**config.mk**
```make
export PLATFORM = sky130hd
export DESIGN_NAME = tsw_div
export DESIGN_NICKNAME = d
export VERILOG_FILES = /design/src/hdl/tsw_pkg.sv /design/src/hdl/tsw_div.sv
export SDC_FILE = /design/constraint.sdc
export NUM_CORES = 2
export LEC_CHECK = 0
export BUFFER_PORTS_ARGS = -buffer_cell sky130_fd_sc_hd__buf_2
export CAP_MARGIN = 0
export CORE_UTILIZATION = 45
export CTS_CLUSTER_SIZE = 25
export DETAILED_ROUTE_END_ITERATION = 12
export PLACE_DENSITY = 0.65
export SYNTH_ARGS = -nofsm -noshare
export SYNTH_HDL_FRONTEND = slang
export SYNTH_SLANG_ARGS = --single-unit
export TNS_END_PERCENT = 100
```
**constraint.sdc**
```tcl
create_clock -name clk -period 8.72 [get_ports clk]
set_clock_uncertainty 0.2 [all_clocks]
set_input_delay 1.744 -clock clk [delete_from_list [all_inputs] [get_ports clk]]
set_output_delay 1.744 -clock clk [all_outputs]
set_load 0.02 [all_outputs]
```
**src/hdl/tsw_pkg.sv**
```systemverilog
`timescale 1ns / 1ps
// Shared types, constants and helpers for the trilinear stencil weight block.
package tsw_pkg;

	localparam int CELLS_X_DEF = 8;
	localparam int CELLS_Y_DEF = 8;
	localparam int CELLS_Z_DEF = 8;

	localparam int POS_W  = 12;
	localparam int FRAC_W = 8;
	localparam int LIM_W  = 15;
	localparam int IDX_W  = 5;
	localparam int FLR_W  = POS_W - FRAC_W;
	localparam int FAC_W  = FRAC_W + 1;
	localparam int PAIR_W = 17;
	localparam int PROD_W = 25;
	localparam int SUM_W  = 25;
	localparam int WT_W   = 17;
	localparam int NUM_W  = PROD_W + 16;
	localparam int QBITS  = 17;

	localparam logic [WT_W-1:0] WEIGHT_ONE = WT_W'(65536);

	typedef struct packed {
		logic [2:0]       corner;
		logic [IDX_W-1:0] ci;
		logic [IDX_W-1:0] cj;
		logic [IDX_W-1:0] ck;
		logic             fb;
		logic             last;
	} tsw_meta_t;

	typedef struct packed {
		logic [7:0]                  mask;
		logic                        fb;
		logic [SUM_W-1:0]            sum;
		logic [7:0][PROD_W-1:0]      prod;
		logic [2:0][IDX_W-1:0]       lo;
		logic [2:0][FLR_W-1:0]       flr;
	} tsw_front_t;

	// Entry n of the emission order visits corner {n[0], n[1], n[2]}.
	function automatic logic [2:0] corner_of(input logic [2:0] n);
		return {n[0], n[1], n[2]};
	endfunction

	function automatic logic [POS_W-1:0] clamp_pos(input logic [POS_W-1:0] p,
		input logic [LIM_W-1:0] lim);
		logic [LIM_W-1:0] pz;
		pz = {{(LIM_W-POS_W){1'b0}}, p};
		return (pz > lim) ? lim[POS_W-1:0] : p;
	endfunction

endpackage

```
**src/hdl/tsw_div.sv**
```systemverilog
`timescale 1ns / 1ps
// Pipelined restoring divider that normalizes one stencil weight per cycle.
module tsw_div import tsw_pkg::*; (
	input  logic             clk,
	input  logic             arst_n,
	input  logic             in_valid,
	input  tsw_meta_t        in_meta,
	input  logic [NUM_W-1:0] num,
	input  logic [SUM_W-1:0] den,
	output logic             out_valid,
	output tsw_meta_t        out_meta,
	output logic [QBITS-1:0] quot
);

	logic [QBITS:0]               v_s;
	tsw_meta_t                    meta_s [0:QBITS];
	logic [SUM_W-1:0]             rem_s  [0:QBITS];
	logic [QBITS-1:0]             nlo_s  [0:QBITS];
	logic [SUM_W-1:0]             den_s  [0:QBITS];
	logic [QBITS-1:0]             q_s    [0:QBITS];

	always_ff @(posedge clk or negedge arst_n) begin
		if (!arst_n) begin
			v_s <= '0;
		end else begin
			v_s <= {v_s[QBITS-1:0], in_valid};
		end
	end

	always_ff @(posedge clk) begin
		meta_s[0] <= in_meta;
		rem_s[0] <= SUM_W'(num[NUM_W-1:QBITS]);
		nlo_s[0] <= num[QBITS-1:0];
		den_s[0] <= den;
		q_s[0] <= '0;
	end

	for (genvar b = 0; b < QBITS; b++) begin : g_step
		logic [SUM_W:0] t;
		logic           ge;
		always_comb begin
			t = {rem_s[b], nlo_s[b][QBITS-1-b]};
			ge = (t >= {1'b0, den_s[b]});
		end
		always_ff @(posedge clk) begin
			meta_s[b+1] <= meta_s[b];
			rem_s[b+1] <= ge ? SUM_W'(t - {1'b0, den_s[b]}) : SUM_W'(t);
			nlo_s[b+1] <= nlo_s[b];
			den_s[b+1] <= den_s[b];
			q_s[b+1] <= {q_s[b][QBITS-2:0], ge};
		end
	end

	assign out_valid = v_s[QBITS];
	assign out_meta = meta_s[QBITS];
	assign quot = q_s[QBITS];

endmodule

```
# --- Word-level counts from Yosys, hierarchy flattened ---
# Memory sizes are Yosys's and may differ from the RTL's.
# Cells that the tools add are included.
# Widths: inputs -> output; s select.
word_totals:
  mem_bits_rw: 1872
  mem_count: 5
  ff_bits: 18
  in_bits: 89
  wordCells: 57
  output_inout_bits: 38
op_classes:
  order_cmp: 17
  n_addsub: 17
  muxes: 17
mem_list:
  columns: ["name", "words", "width", "read_ports", "rd_clocked_by_memory_dff", "write_ports", "line", "source"]
  rows:
  - ["den_s", 18, 25, 17, 0, 18, "tsw_div.sv:19", "logic [SUM_W-1:0] den_s [0:QBITS];"]
  - ["rem_s", 18, 25, 17, 0, 18, "tsw_div.sv:17", "logic [SUM_W-1:0] rem_s [0:QBITS];"]
  - ["meta_s", 18, 20, 18, 0, 18, "tsw_div.sv:16", "tsw_meta_t meta_s [0:QBITS];"]
  - ["nlo_s", 18, 17, 17, 0, 18, "tsw_div.sv:18", "logic [QBITS-1:0] nlo_s [0:QBITS];"]
  - ["q_s", 18, 17, 18, 0, 18, "tsw_div.sv:20", "logic [QBITS-1:0] q_s [0:QBITS];"]
op_table:
  columns: ["cell", "n"]
  rows:
  - ["$ge 26x25->1", 17]
  - ["$mux 25", 17]
  - ["$sub 25x25->25", 17]

# --- Depth between registers and ports, before layout ---
logic_depth:
  ltp_word: 2
  ltp_mapped: 15

# --- Worst setup path after synthesis ---
# Ideal clock, no wire load.
synth_path:
  path_type: "register -> register"
  start: "mem nlo_s[14][2]"
  end: "mem rem_s[15][18]"
  slack_ps: 5157
  period_less_slack_ps: 3563
  setup_time_ps: 121
  arrival_time_ps: 3242
  n_path_buf: 1
  t_required_ps: 8399
  stages_incl_launch_ff: 15
  cell_sequence: "dfxtp_1 -> inv_1 -> ha_1 -> inv_1 -> fa_1 -> a21o_1 -> a21oi_2 -> nor2b_1 -> o41ai_1 -> o21ai_1 -> a311oi_2 -> o21ai_2 -> a41oi_4 -> buf_6 -> mux2_2"
synth_rtl:
  columns: ["item", "line"]
  rows:
  - ["start, declared", "tsw_div.sv:18"]
  - ["end, declared", "tsw_div.sv:17"]

==> metrics.md <==
| Metric | Value |
|---|---|
| Initial antenna violation count | `0` |
| Clock buffer count from CTS | `158` |
| Layout cells sized above 1 | `11.3%` |
| First-pass GRT wire length | `171 mm` |
| CTS Hold Bufs | `0` |
| Sw Ratio | `34.4%` |
| DRT iter0 DRCs | `1808` |
| CP max-delay cell | `a41oi_4` |
| Leak pwr | `29.6 nW` |
| Synth Cell Area | `56900 um2` |
| Fin util | `51.5%` |
| Post-route ant nets | `0` |
| CP max FO | `26` |
| Period utilisation layout | `51.0%` |
| PnR worst setup slack | `4270 ps` |
| FMAX | `0.225 GHz` |
| Final hold violation count | `0` |
| Crit start category | `register` |
| Post-route DRC violation count | `0` |
| Sequential power share | `35.3%` |
| CTS sink count | `1533` |
| Max Cap Viol | `0` |
| Total grt overflow | `0` |
| Most used cell, CP | `inv_1` |
| Post-route setup TNS | `0 ps` |
| RSZ-0062 raised after global routing | `no` |
| Worst path required time | `9180 ps` |
| Post-synthesis average cell area | `10.6 um2` |
| Critical-path cell list | `inv_1, ha_1, inv_1, fa_1, a21o_1, a21oi_2, nor2b_1, o41ai_1, o21ai_1, a311oi_2, o21ai_2, a41oi_4, mux2_2` |
| Critical Path AT | `4910 ps` |
| Worst-Skew Late Latency | `760 ps` |
| Outcome | `finished clean` |
| Die X | `358 um` |
| Detailed placement HPWL | `79.4 mm` |
| Comb pwr share | `39.6%` |
| Post-place setup slack | `4250 ps` |
| Syn. warnings | `0` |
| Register area | `30800 um2` |
| Vias in the first global route | `36700` |
| P per Cell Area | `409 nW/um2` |
| Reg2reg setup slack | `4270 ps` |
| Internal power | `17.4 mW` |
| Final Slew Violations | `0` |
| Ant diodes | `0` |
| Gpl congestion | `0.952` |
| Cells after Synth | `5366` |
| Yosys reg bits | `1533` |
| H-tree depth | `4` |
| Clock transition at the registers of the reported paths | `60 ps` |
| Die ar. | `128000 um2` |
| Num rows | `130` |
| Endpoint class of the critical path | `register` |
| Wire per inst | `14.4 um` |
| I/O Pins | `127` |
| Async set-or-reset flop fraction in the synthesized netlist | `1.17%` |
| Worst vdd ir | `0.000244 V` |
| Vias after detailed routing | `36900` |
| Unique masters post-synth | `91` |
| Slew headroom | `22.5%` |
| Worst setup path class | `reg -> reg` |
| Setup Fix Bufs, Post-CTS | `0` |
| Largest stage delay, worst path | `870 ps` |
| Syn_nets | `5896` |
| Initial Utilization | `45.3%` |
| Area grow syn2layout | `13.7%` |
| Worst slew pin tran | `1130 ps` |
| Number of enable flip-flop cells after synthesis | `0` |
| Filler cell count | `11000` |
| Post-CTS Resized | `0` |
| Largest net degree at the start of global routing | `50` |
| Final nets | `6108` |
| Routed Wire Length | `106 mm` |
| Clock Power Share | `25.2%` |
| Area of the multi-input gates | `23700 um2` |
| Main synth FF type | `dfxtp_1` |
| GRT Total Usage | `16.3%` |
| Switch Pwr | `9.09 mW` |
| Pre-antenna DRT Iters | `5` |
| Minimum clock period | `4450 ps` |
| DR vias/cell | `5.01` |
| IO buf count | `126` |
| Setup violators final | `0` |
| Hold WC Path Type | `reg -> reg` |
| Seq/Total Area, Yosys | `54.1%` |
| CTS tree | `done` |
| Die Ht | `358 um` |
| Core area | `126000 um2` |
| CTS max path bufs | `3` |
| Clk root buf | `clkbuf_16` |
layer usage:
layer	vias up	track usage, %	part of all wire, %
met5	-	0	0
met4	0	10.5	5.6
met3	306	3.10	3.3
met2	699	31.2	52
met1	17000	15.9	39
li1	18900	-	-
cell usage in the layout, fill, tap and decap left out, drive strengths merged, types with 18 or more instances in the layout:
cell,netlist,routed
o21a,39,39
mux2,199,199
a21oi,381,381
a21o,206,206
nand4,58,58
nor4,23,23
o21ai,282,282
a211oi,35,35
xnor2,205,205
ha,425,425
and2,19,19
mux2i,22,22
dfrtp,18,18
dfxtp,1515,1515
clkbuf,66,220
inv,550,557
nand2,286,286
nor2b,52,52
clkinv,0,46
a31oi,53,53
o21bai,40,40
o31ai,30,30
xor2,126,126
o211ai,32,32
buf,25,143
nor2,233,233
and3,34,34
nand3,77,77
nand2b,51,51
nor3,47,47
path summary, 6_finish.rpt:
path                                             start                      to  cells after the start
min in group asynchronous                       arst_n       v_s[13]$_DFF_PN0_                      1
worst max-delay path              nlo_s[14][2]$_DFF_P_   rem_s[15][10]$_DFF_P_                     13
max in group asynchronous                       arst_n        v_s[2]$_DFF_PN0_                      1
worst min register to register  meta_s[14][17]$_DFF_P_  meta_s[15][17]$_DFF_P_                      0
worst max register to register    nlo_s[14][2]$_DFF_P_   rem_s[15][10]$_DFF_P_                     13
worst min-delay path            meta_s[14][17]$_DFF_P_  meta_s[15][17]$_DFF_P_                      0
layout make-up:
| cell class | count | area share [%] |
|---|---|---|
| clock buffer | 220 | 6.89 |
| sequential | 1533 | 47.6 |
| timing repair buffer | 143 | 1.17 |
| inverter | 550 | 3.19 |
| multi-input combinational | 3192 | 36.7 |
| tap | 1650 | 3.19 |
| clock inverter | 68 | 1.30 |
critical path, delay by kind of cell, from the launching register on:
| kind | cells | cell delay [ps] |
|---|---|---|
| DFF | 1 | 300 |
| AOI/OAI and AO/OA | 7 | 2610 |
| buffers and inverters | 2 | 130 |
| and+or+nand+nor | 1 | 80 |
| muxes | 1 | 420 |
| adders and majority gates | 2 | 570 |
cells by family (layout without fill, tap and decap cells):
family                     Yosys count  after routing  synth area share [%]
AOI/OAI and AO/OA                 1255           1255                  14.1
xor gates and xnor gates           331            331                  5.10
adders and majority gates          441            441                  9.91
buffers and inverters              641            981                  4.38
DFF                               1533           1533                  54.1
muxes                              221            221                  4.45
and+or+nand+nor                    944            944                  7.97
Yosys cell counts (all sizes together), types with 34 or more instances:
master,count,share of area [%]
inv,550,3.6
clkbuf,66,0.44
ha,425,9.3
nor2b,52,0.57
xnor2,205,3.2
nand4,58,0.64
nand2,286,1.9
o21a,39,0.51
a21oi,381,3.4
nand3,77,0.68
xor2,126,1.9
a21o,206,2.7
nand2b,51,0.56
dfxtp,1515,53
o21bai,40,0.53
and3,34,0.37
o21ai,282,2.5
nor3,47,0.41
mux2,199,4.1
a31oi,53,0.59
a211oi,35,0.46
nor2,233,1.5
per-stage QoR:
| step | power, mW | cell area, um2 | hold slack, ps | cells |
|---|---|---|---|---|
| floorplan | 17.6 | 56900 | 110 | 5366 |
| global placement | 19.6 | 59400 | 110 | 7068 |
| detailed placement | 19.8 | 59400 | 112 | 7068 |
| CTS | 26.7 | 64700 | 115 | 7356 |
| global route | 28.3 | 64700 | 116 | 7356 |
| finish | 26.5 | 64700 | 109 | 7356 |
state kept, by name (all words and copies together), names as in the netlist:
| name | flops |
|---|---|
| rem_s | 424 |
| meta_s | 360 |
| q_s | 153 |
| v_s | 18 |
| nlo_s | 153 |
| den_s | 425 |
power groups by stage:
stage          Clock (mW)  Combinational, mW  Sequential, mW
5_1_grt              7.19               11.6            9.50
6_report             6.66               10.5            9.34
3_3_place_gp            0               10.2            9.48
4_1_cts              6.91               10.5            9.34
3_5_place_dp            0               10.4            9.48
2_1_floorplan           0               8.34            9.28
Power figures use the tool's default switching activity.
