File: src/hdl/tsw_pkg.sv
`timescale 1ns / 1ps
// Shared types, constants and helpers for the trilinear stencil weight block.
package tsw_pkg;

	localparam int CELLS_X_DEF = 8;
	localparam int CELLS_Y_DEF = 8;
	localparam int CELLS_Z_DEF = 8;

	localparam int POS_W  = 12;
	localparam int FRAC_W = 8;
	localparam int LIM_W  = 15;
	localparam int IDX_W  = 5;
	localparam int FLR_W  = POS_W - FRAC_W;
	localparam int FAC_W  = FRAC_W + 1;
	localparam int PAIR_W = 17;
	localparam int PROD_W = 25;
	localparam int SUM_W  = 25;
	localparam int WT_W   = 17;
	localparam int NUM_W  = PROD_W + 16;
	localparam int QBITS  = 17;

	localparam logic [WT_W-1:0] WEIGHT_ONE = WT_W'(65536);

	typedef struct packed {
		logic [2:0]       corner;
		logic [IDX_W-1:0] ci;
		logic [IDX_W-1:0] cj;
		logic [IDX_W-1:0] ck;
		logic             fb;
		logic             last;
	} tsw_meta_t;

	typedef struct packed {
		logic [7:0]                  mask;
		logic                        fb;
		logic [SUM_W-1:0]            sum;
		logic [7:0][PROD_W-1:0]      prod;
		logic [2:0][IDX_W-1:0]       lo;
		logic [2:0][FLR_W-1:0]       flr;
	} tsw_front_t;

	// Entry n of the emission order visits corner {n[0], n[1], n[2]}.
	function automatic logic [2:0] corner_of(input logic [2:0] n);
		return {n[0], n[1], n[2]};
	endfunction

	function automatic logic [POS_W-1:0] clamp_pos(input logic [POS_W-1:0] p,
		input logic [LIM_W-1:0] lim);
		logic [LIM_W-1:0] pz;
		pz = {{(LIM_W-POS_W){1'b0}}, p};
		return (pz > lim) ? lim[POS_W-1:0] : p;
	endfunction

endpackage

File: src/hdl/tsw_front.sv
`timescale 1ns / 1ps
// Five-stage front pipeline: clamp and split, axis factors, corner products, weight sum.
module tsw_front import tsw_pkg::*; #(
	parameter int CELLS_X = CELLS_X_DEF,
	parameter int CELLS_Y = CELLS_Y_DEF,
	parameter int CELLS_Z = CELLS_Z_DEF
) (
	input  logic             clk,
	input  logic             arst_n,
	input  logic             in_valid,
	input  logic [POS_W-1:0] pos_i,
	input  logic [POS_W-1:0] pos_j,
	input  logic [POS_W-1:0] pos_k,
	input  logic [7:0]       mask,
	output logic             out_valid,
	output tsw_front_t       out_data
);

	localparam logic [LIM_W-1:0] LIM_X = LIM_W'(CELLS_X * (2 ** FRAC_W));
	localparam logic [LIM_W-1:0] LIM_Y = LIM_W'(CELLS_Y * (2 ** FRAC_W));
	localparam logic [LIM_W-1:0] LIM_Z = LIM_W'(CELLS_Z * (2 ** FRAC_W));
	localparam logic [POS_W-1:0] HALF = POS_W'(2 ** (FRAC_W - 1));

	logic [2:0][POS_W-1:0] pc;
	logic [2:0][POS_W-1:0] pd;
	logic [2:0][FRAC_W-1:0] w_c;
	logic [2:0][IDX_W-1:0] lo_c;

	logic                   v_s1, v_s2, v_s3, v_s4, v_s5;
	logic [2:0][FRAC_W-1:0] w_s1;
	logic [2:0][IDX_W-1:0]  lo_s1, lo_s2, lo_s3, lo_s4, lo_s5;
	logic [2:0][FLR_W-1:0]  flr_s1, flr_s2, flr_s3, flr_s4, flr_s5;
	logic [7:0]             mask_s1, mask_s2, mask_s3, mask_s4, mask_s5;
	logic [3:0][PAIR_W-1:0] pair_s2;
	logic [1:0][FAC_W-1:0]  fz_s2;
	logic [7:0][PROD_W-1:0] prod_s3, prod_s4, prod_s5;
	logic [3:0][SUM_W-1:0]  psum_s4;
	logic [SUM_W-1:0]       sum_s5;
	logic [1:0][FAC_W-1:0]  fx, fy;

	always_comb begin
		pc[0] = clamp_pos(pos_i, LIM_X);
		pc[1] = clamp_pos(pos_j, LIM_Y);
		pc[2] = clamp_pos(pos_k, LIM_Z);
		for (int a = 0; a < 3; a++) begin
			pd[a] = pc[a] - HALF;
			if (pc[a] < HALF) begin
				lo_c[a] = '1;
				w_c[a] = pc[a][FRAC_W-1:0] + HALF[FRAC_W-1:0];
			end else begin
				lo_c[a] = IDX_W'(pd[a][POS_W-1:FRAC_W]);
				w_c[a] = pd[a][FRAC_W-1:0];
			end
		end
	end

	always_comb begin
		fx[0] = FAC_W'(2 ** FRAC_W) - {1'b0, w_s1[0]};
		fx[1] = {1'b0, w_s1[0]};
		fy[0] = FAC_W'(2 ** FRAC_W) - {1'b0, w_s1[1]};
		fy[1] = {1'b0, w_s1[1]};
	end

	always_ff @(posedge clk or negedge arst_n) begin
		if (!arst_n) begin
			v_s1 <= 1'b0;
			v_s2 <= 1'b0;
			v_s3 <= 1'b0;
			v_s4 <= 1'b0;
			v_s5 <= 1'b0;
		end else begin
			v_s1 <= in_valid;
			v_s2 <= v_s1;
			v_s3 <= v_s2;
			v_s4 <= v_s3;
			v_s5 <= v_s4;
		end
	end

	always_ff @(posedge clk) begin
		for (int a = 0; a < 3; a++) begin
			w_s1[a] <= w_c[a];
			lo_s1[a] <= lo_c[a];
			flr_s1[a] <= pc[a][POS_W-1:FRAC_W];
		end
		mask_s1 <= mask;

		for (int b = 0; b < 4; b++) begin
			pair_s2[b] <= PAIR_W'(fx[b % 2] * fy[b / 2]);
		end
		fz_s2[0] <= FAC_W'(2 ** FRAC_W) - {1'b0, w_s1[2]};
		fz_s2[1] <= {1'b0, w_s1[2]};
		lo_s2 <= lo_s1;
		flr_s2 <= flr_s1;
		mask_s2 <= mask_s1;

		for (int c = 0; c < 8; c++) begin
			prod_s3[c] <= PROD_W'(pair_s2[c % 4] * fz_s2[c / 4]);
		end
		lo_s3 <= lo_s2;
		flr_s3 <= flr_s2;
		mask_s3 <= mask_s2;

		for (int m = 0; m < 4; m++) begin
			psum_s4[m] <= (mask_s3[2*m] ? prod_s3[2*m] : '0) +
				(mask_s3[2*m+1] ? prod_s3[2*m+1] : '0);
		end
		prod_s4 <= prod_s3;
		lo_s4 <= lo_s3;
		flr_s4 <= flr_s3;
		mask_s4 <= mask_s3;

		sum_s5 <= psum_s4[0] + psum_s4[1] + psum_s4[2] + psum_s4[3];
		prod_s5 <= prod_s4;
		lo_s5 <= lo_s4;
		flr_s5 <= flr_s4;
		mask_s5 <= mask_s4;
	end

	always_comb begin
		out_valid = v_s5;
		out_data.mask = mask_s5;
		out_data.fb = (sum_s5 == '0);
		out_data.sum = sum_s5;
		out_data.prod = prod_s5;
		out_data.lo = lo_s5;
		out_data.flr = flr_s5;
	end

endmodule

File: config.mk
export PLATFORM = sky130hd
export DESIGN_NAME = tsw_front
export DESIGN_NICKNAME = d
export VERILOG_FILES = /design/src/hdl/tsw_pkg.sv /design/src/hdl/tsw_front.sv
export SDC_FILE = /design/constraint.sdc
export NUM_CORES = 2
export LEC_CHECK = 0
export BUFFER_PORTS_ARGS = -buffer_cell sky130_fd_sc_hd__buf_2
export CAP_MARGIN = 40
export CELL_PAD_IN_SITES_DETAIL_PLACEMENT = 0
export CELL_PAD_IN_SITES_GLOBAL_PLACEMENT = 1
export CORE_MARGIN = 8
export CORE_UTILIZATION = 28
export CTS_BUF_LIST = sky130_fd_sc_hd__clkbuf_4 sky130_fd_sc_hd__clkbuf_8
export CTS_CLUSTER_DIAMETER = 80
export DETAILED_ROUTE_END_ITERATION = 8
export MAX_ROUTING_LAYER = met4
export PLACE_DENSITY_LB_ADDON = 0.1
export SLEW_MARGIN = 25
export SYNTH_ARGS = -nofsm -noshare
export SYNTH_HDL_FRONTEND = slang
export SYNTH_SLANG_ARGS = --single-unit
export TNS_END_PERCENT = 10
File: constraint.sdc
create_clock -name clk -period 7.7 [get_ports clk]
set_input_delay 0.77 -clock clk [delete_from_list [all_inputs] [get_ports clk]]
set_output_delay 0.77 -clock clk [all_outputs]
set_load 0.02 [all_outputs]
# == After elaboration in Yosys (flattened, before gate mapping) ==
# Index checks and enable logic that the tools add are counted.
# totals
word_cells,133
in_bits,47
out_inout_bits,262
ff_bits,1013
# classes
n_mul,12
reduce_logical,1
mux,17
n_addsub,16
order_cmp,6
# op_table
operator,count
25-bit two-way mux,8
25-bit adder,7
17-bit by 8-bit multiplier with 25-bit output,3
17-bit by 9-bit multiplier with 25-bit output,3
12-bit greater-than comparator (second input constant),3
12-bit by 8-bit less-than comparator with 1-bit output (second input constant),3
12-bit two-way mux,3
12-bit by 8-bit subtractor with 12-bit output (second input constant),3
9-bit by 8-bit subtractor with 9-bit output (first input constant),3
25-bit zero test,1
16-bit by 9-bit multiplier with 25-bit output,1
8-bit adder (second input constant),3
16-bit by 8-bit multiplier with 24-bit output,1
8-bit two-way mux,3
8-bit by 9-bit multiplier with 17-bit output,1
9-bit by 8-bit multiplier with 17-bit output,1
9-bit by 9-bit multiplier with 17-bit output,1
8-bit by 8-bit multiplier with 16-bit output,1
5-bit two-way mux,3

# == Longest topological paths before layout ==
# depth
depth_word,4
mapped_depth,25
ltp_nobuf,24

# == Worst setup path before layout ==
# No wires, ideal clock.
# synth_path
path_type,reg-to-reg
from,register w_s1 (netlist bit fx[12])
to,register pair_s2[16] (netlist name)
stages_incl_launch_ff,22
synth_period_minus_slack_ps,5434
t_arrival_ps,5313
n_path_buf,2
setup_time_ps,121
required_time_ps,7579
path_slack_ps,2266
cell_sequence,dfxtp_1 clkbuf_1 nor3_1 nand3_1 nor3_1 xnor2_1 clkbuf_1 nand2_1 fa_1 fa_1 fa_1 fa_1 inv_1 ha_1 inv_1 o21ai_0 a21o_1 a21o_1 a21o_1 a41o_1 o41a_1 xnor2_1
# synth_between
elab_chain_cells,2
# synth_rtl
item,line,source
"start, declared",tsw_front.sv:30,logic [2:0][FRAC_W-1:0] w_s1;
"start signal, assigned by index",tsw_front.sv:82,w_s1[a] <= w_c[a];
9-bit by 8-bit subtractor with 9-bit output,tsw_front.sv:58,"fx[0] = FAC_W'(2 ** FRAC_W) - {1'b0, w_s1[0]};"
9-bit by 9-bit multiplier with 17-bit output,tsw_front.sv:89,pair_s2[b] <= PAIR_W'(fx[b % 2] * fy[b / 2]);
"end signal, assigned by index",tsw_front.sv:89,
"end, declared",tsw_front.sv:34,logic [3:0][PAIR_W-1:0] pair_s2;
# No other way between the ends.
# A chain may end at the register's enable or synchronous reset.

# == Final worst setup path ==
# layout_path
from,register w_s1 (netlist bit fx[9])
to,register pair_s2[16] (netlist name)
# The elaborated chain is that of the path after synthesis.

==> results.yml <==
worst_setup_path:
  r2r_slack_ps: 1630
  worst_setup_path_start_kind: "register"
  r2r-end: "pair_s2[16]$_DFF_P_"
  critPathTopFamily: "adder cells"
  crit_top_cell: "fa_1"
  worstPathMaxFanout: 16
  worstRegToRegCells: 19
  path_buf_inv: 3
  slowest_stage: "dfxtp_1"
  crit_type: "register to register"
  crit_required_ps: 8550
  crit_chain: "inv_1, ha_1, nand3b_1, xor2_1, nand2_1, fa_1, fa_1, fa_1, fa_1, inv_1, ha_1, inv_1, o21ai_0, a21o_1, a21o_1, a21o_1, a41o_1, o41a_1, xnor2_1"
  path_depth: 19
  slowest_delay_ps: 630
  worstPathArrival_ps: 6920
  r2r-start: "fx[9]$_SDFF_PP0_"
  cp-end-kind: "register"
clocking:
  clock_sinks: 985
  post_cts_resized: 0
  numCtsBuffers: 189
  clock_latency_ps: 990
  cts_max_level: 4
  clkTransAtPathRegs_ps: 60
  ctsLongestPathBuffers: 3
  cts_tree: "built"
  clockRootBuffer: "clkbuf_8"
final_layout:
  final_nets: 9307
  layout_common_cells: "inv_1, fa_1, dfxtp_1"
  multiInputGateArea_um2: 46300
  synthToLayoutAreaGrowth_pct: 15.4
  final_common_cell: "inv_1"
  fillers: 26385
  final_layout_size_suffix_gt1_share_pct: 10.5
  seq_area_um2: 19800
floorplan:
  die-area_um2: 272000
  initial_core_util_pct: 28.1
  dieHeight_um: 521
  pin_count: 309
  rows: 185
  coreArea_um2: 254000
  die_x_um: 521
route:
  vias: 49122
  first_pass_iters: 5
  via_per_inst: 4.40
  routedWlPerCell_um: 21.2
  drtIter0Drc: 2056
  postRouteAntennaNets: 0
  drc: 0
  totalWireLength_um: 237000
yosys:
  ys_seq_elements: 985
  synthTopCellsByArea: "fa_1, dfxtp_1, ha_1, and2_1, inv_1"
  syn_avg_cell_area_um2: 9.88
  ys_warn_count: 0
  async_flop_share_pct: 0.508
  synth_edf_count: 0
  synth_cell_types: 70
  synth_flop_cell: "dfxtp_1"
  syn_nets: 8894
  syn_inst: 7230
  yosysSeqAreaShare_pct: 27.6
  syn_area_um2: 71500
  yosys.area.top_type: "fa_1"
  synth_top_area_share_pct: 27.7
sta:
  fin_setup_tns_ps: 0
  relSlewSlack_pct: 38.4
  finalCritPeriodShare_pct: 78.8
  slew_violations: 0
  final.min_clock_period_ps: 6070
  fin_worst_skew_ps: 77.4
  hold_slack_ps: 167
  max_freq_mhz: 165
  tightest_slew_ps: 918
  rsz0062_at_grt: "false"
  final-hold-violation-count: 0
  setup_viol: 0
global_route:
  grt_usage_pct: 17.9
  antenna_found_initial: 22
  grt_overflow: 0
  grt_pass1_wl_um: 352000
  grt_pass1_vias: 54007
  grt_max_degree: 52
placement:
  port-buffer-count: 307
  gp_congestion: 0.831
  dp_hpwl_um: 192000
job:
  drv_cap: 0
worst_hold_path:
  hold_path.class: "input pin to asynchronous set/reset pin"
outcome:
  status: "finished, final reports clean"
==> synthesized netlist by cell type, types with 5 or more instances <==
library cell and count:
a221o_1 7, o21bai_1 32, a21oi_1 242, fa_1 989, nor3_1 64, nor4_1 12, o31ai_1 7, nor2_1 185
a211oi_1 13, a21boi_0 12, inv_1 1186, or2_2 10, dfxtp_1 980, dfrtp_1 5, o41a_1 6, nand4_1 24
nand3b_1 7, and2_1 916, a31oi_1 15, nand2b_1 43, clkbuf_1 251, xor2_1 88, or3_1 10, o21a_1 40
a2111oi_0 9, nor2b_1 77, o21ai_1 13, o21ai_0 97, a41o_1 6, nand3_1 52, a41oi_1 6, xnor2_1 247
ha_1 628, and3_1 33, buf_4 8, nor3b_1 5, a31o_2 7, a21o_1 110, o31a_1 5, nand2_1 690
a211o_1 6, o211ai_1 27
==> per-layer routing <==
layer	global-route usage [%]	part of all wire (%)	vias to the layer above	wire (um)
li1	-	-	23194	-
met1	20.4	41	24729	98000
met2	31.9	51	833	120000
met3	2.61	3.5	366	8240
met4	6.72	4.2	0	10000
met5	-	0	-	0
==> flip-flops by register name, summed over array words and instances, names as in the netlist, 12 cells and up <==
register / count
out_data: 219
prod_s3: 192
prod_s4: 192
psum_s4: 100
pair_s2: 64
sum_s5: 25
fz_s2: 16
lo_s1: 15
lo_s2: 15
lo_s3: 15
lo_s4: 15
flr_s1: 12
flr_s2: 12
flr_s3: 12
flr_s4: 12
==> cell type report <==
| type | count | area share, % |
|---|---|---|
| Multi-Input combinational cell | 4798 | 56.1 |
| Sequential cell | 985 | 24.0 |
| Inverter | 1186 | 5.40 |
| Tap cell | 3366 | 5.11 |
| Clock buffer | 266 | 4.17 |
| Timing Repair Buffer | 483 | 3.92 |
| Clock inverter | 80 | 1.28 |
| Antenna cell | 12 | 0.0364 |
==> cell families after synthesis <==
| kind of cell | count (synthesis) | synth area share, % |
|---|---|---|
| simple gates | 2142 | 15.5 |
| fa+ha+maj | 1617 | 38.7 |
| buf+inv | 1447 | 7.64 |
| flops | 985 | 27.6 |
| compound gates | 699 | 6.31 |
| xor+xnor | 335 | 4.11 |
| mux | 4 | 0.0560 |
| other cells | 1 | 0.00525 |
==> how the worst max path moves through the flow <==
stage / to / startpoint
finish: pair_s2[16]$_DFF_P_ / fx[9]$_SDFF_PP0_
global route: pair_s2[50]$_DFF_P_ / fx[9]$_SDFF_PP0_
CTS: pair_s2[16]$_DFF_P_ / fx[9]$_SDFF_PP0_
detailed placement: pair_s2[16]$_DFF_P_ / fx[9]$_SDFF_PP0_
global placement: pair_s2[50]$_DFF_P_ / fx[11]$_SDFF_PP0_
floorplan: pair_s2[16]$_DFF_P_ / fx[12]$_SDFF_PP0_
==> stage by stage <==
stage	worst slack [ps]	util [%]	area, um^2	instances
2_1_floorplan	2270	-	71500	7230
5_1_grt	1110	32.5	82500	11168
6_report	1630	32.5	82500	11176
4_1_cts	1510	32.4	82300	11149
3_5_place_dp	1530	30.4	77200	10746
3_3_place_gp	1580	30.3	76800	10718
==> repair_timing <==
| action | CTS | global route |
|---|---|---|
| hold endpoints to repair | 53 | 0 |
| hold buffers | 57 | 0 |
| setup buffers | 0 | 0 |
Power is left out: the tool's default activity adds up to more than one toggle a clock period on the data nets, which glitch-free logic cannot reach.
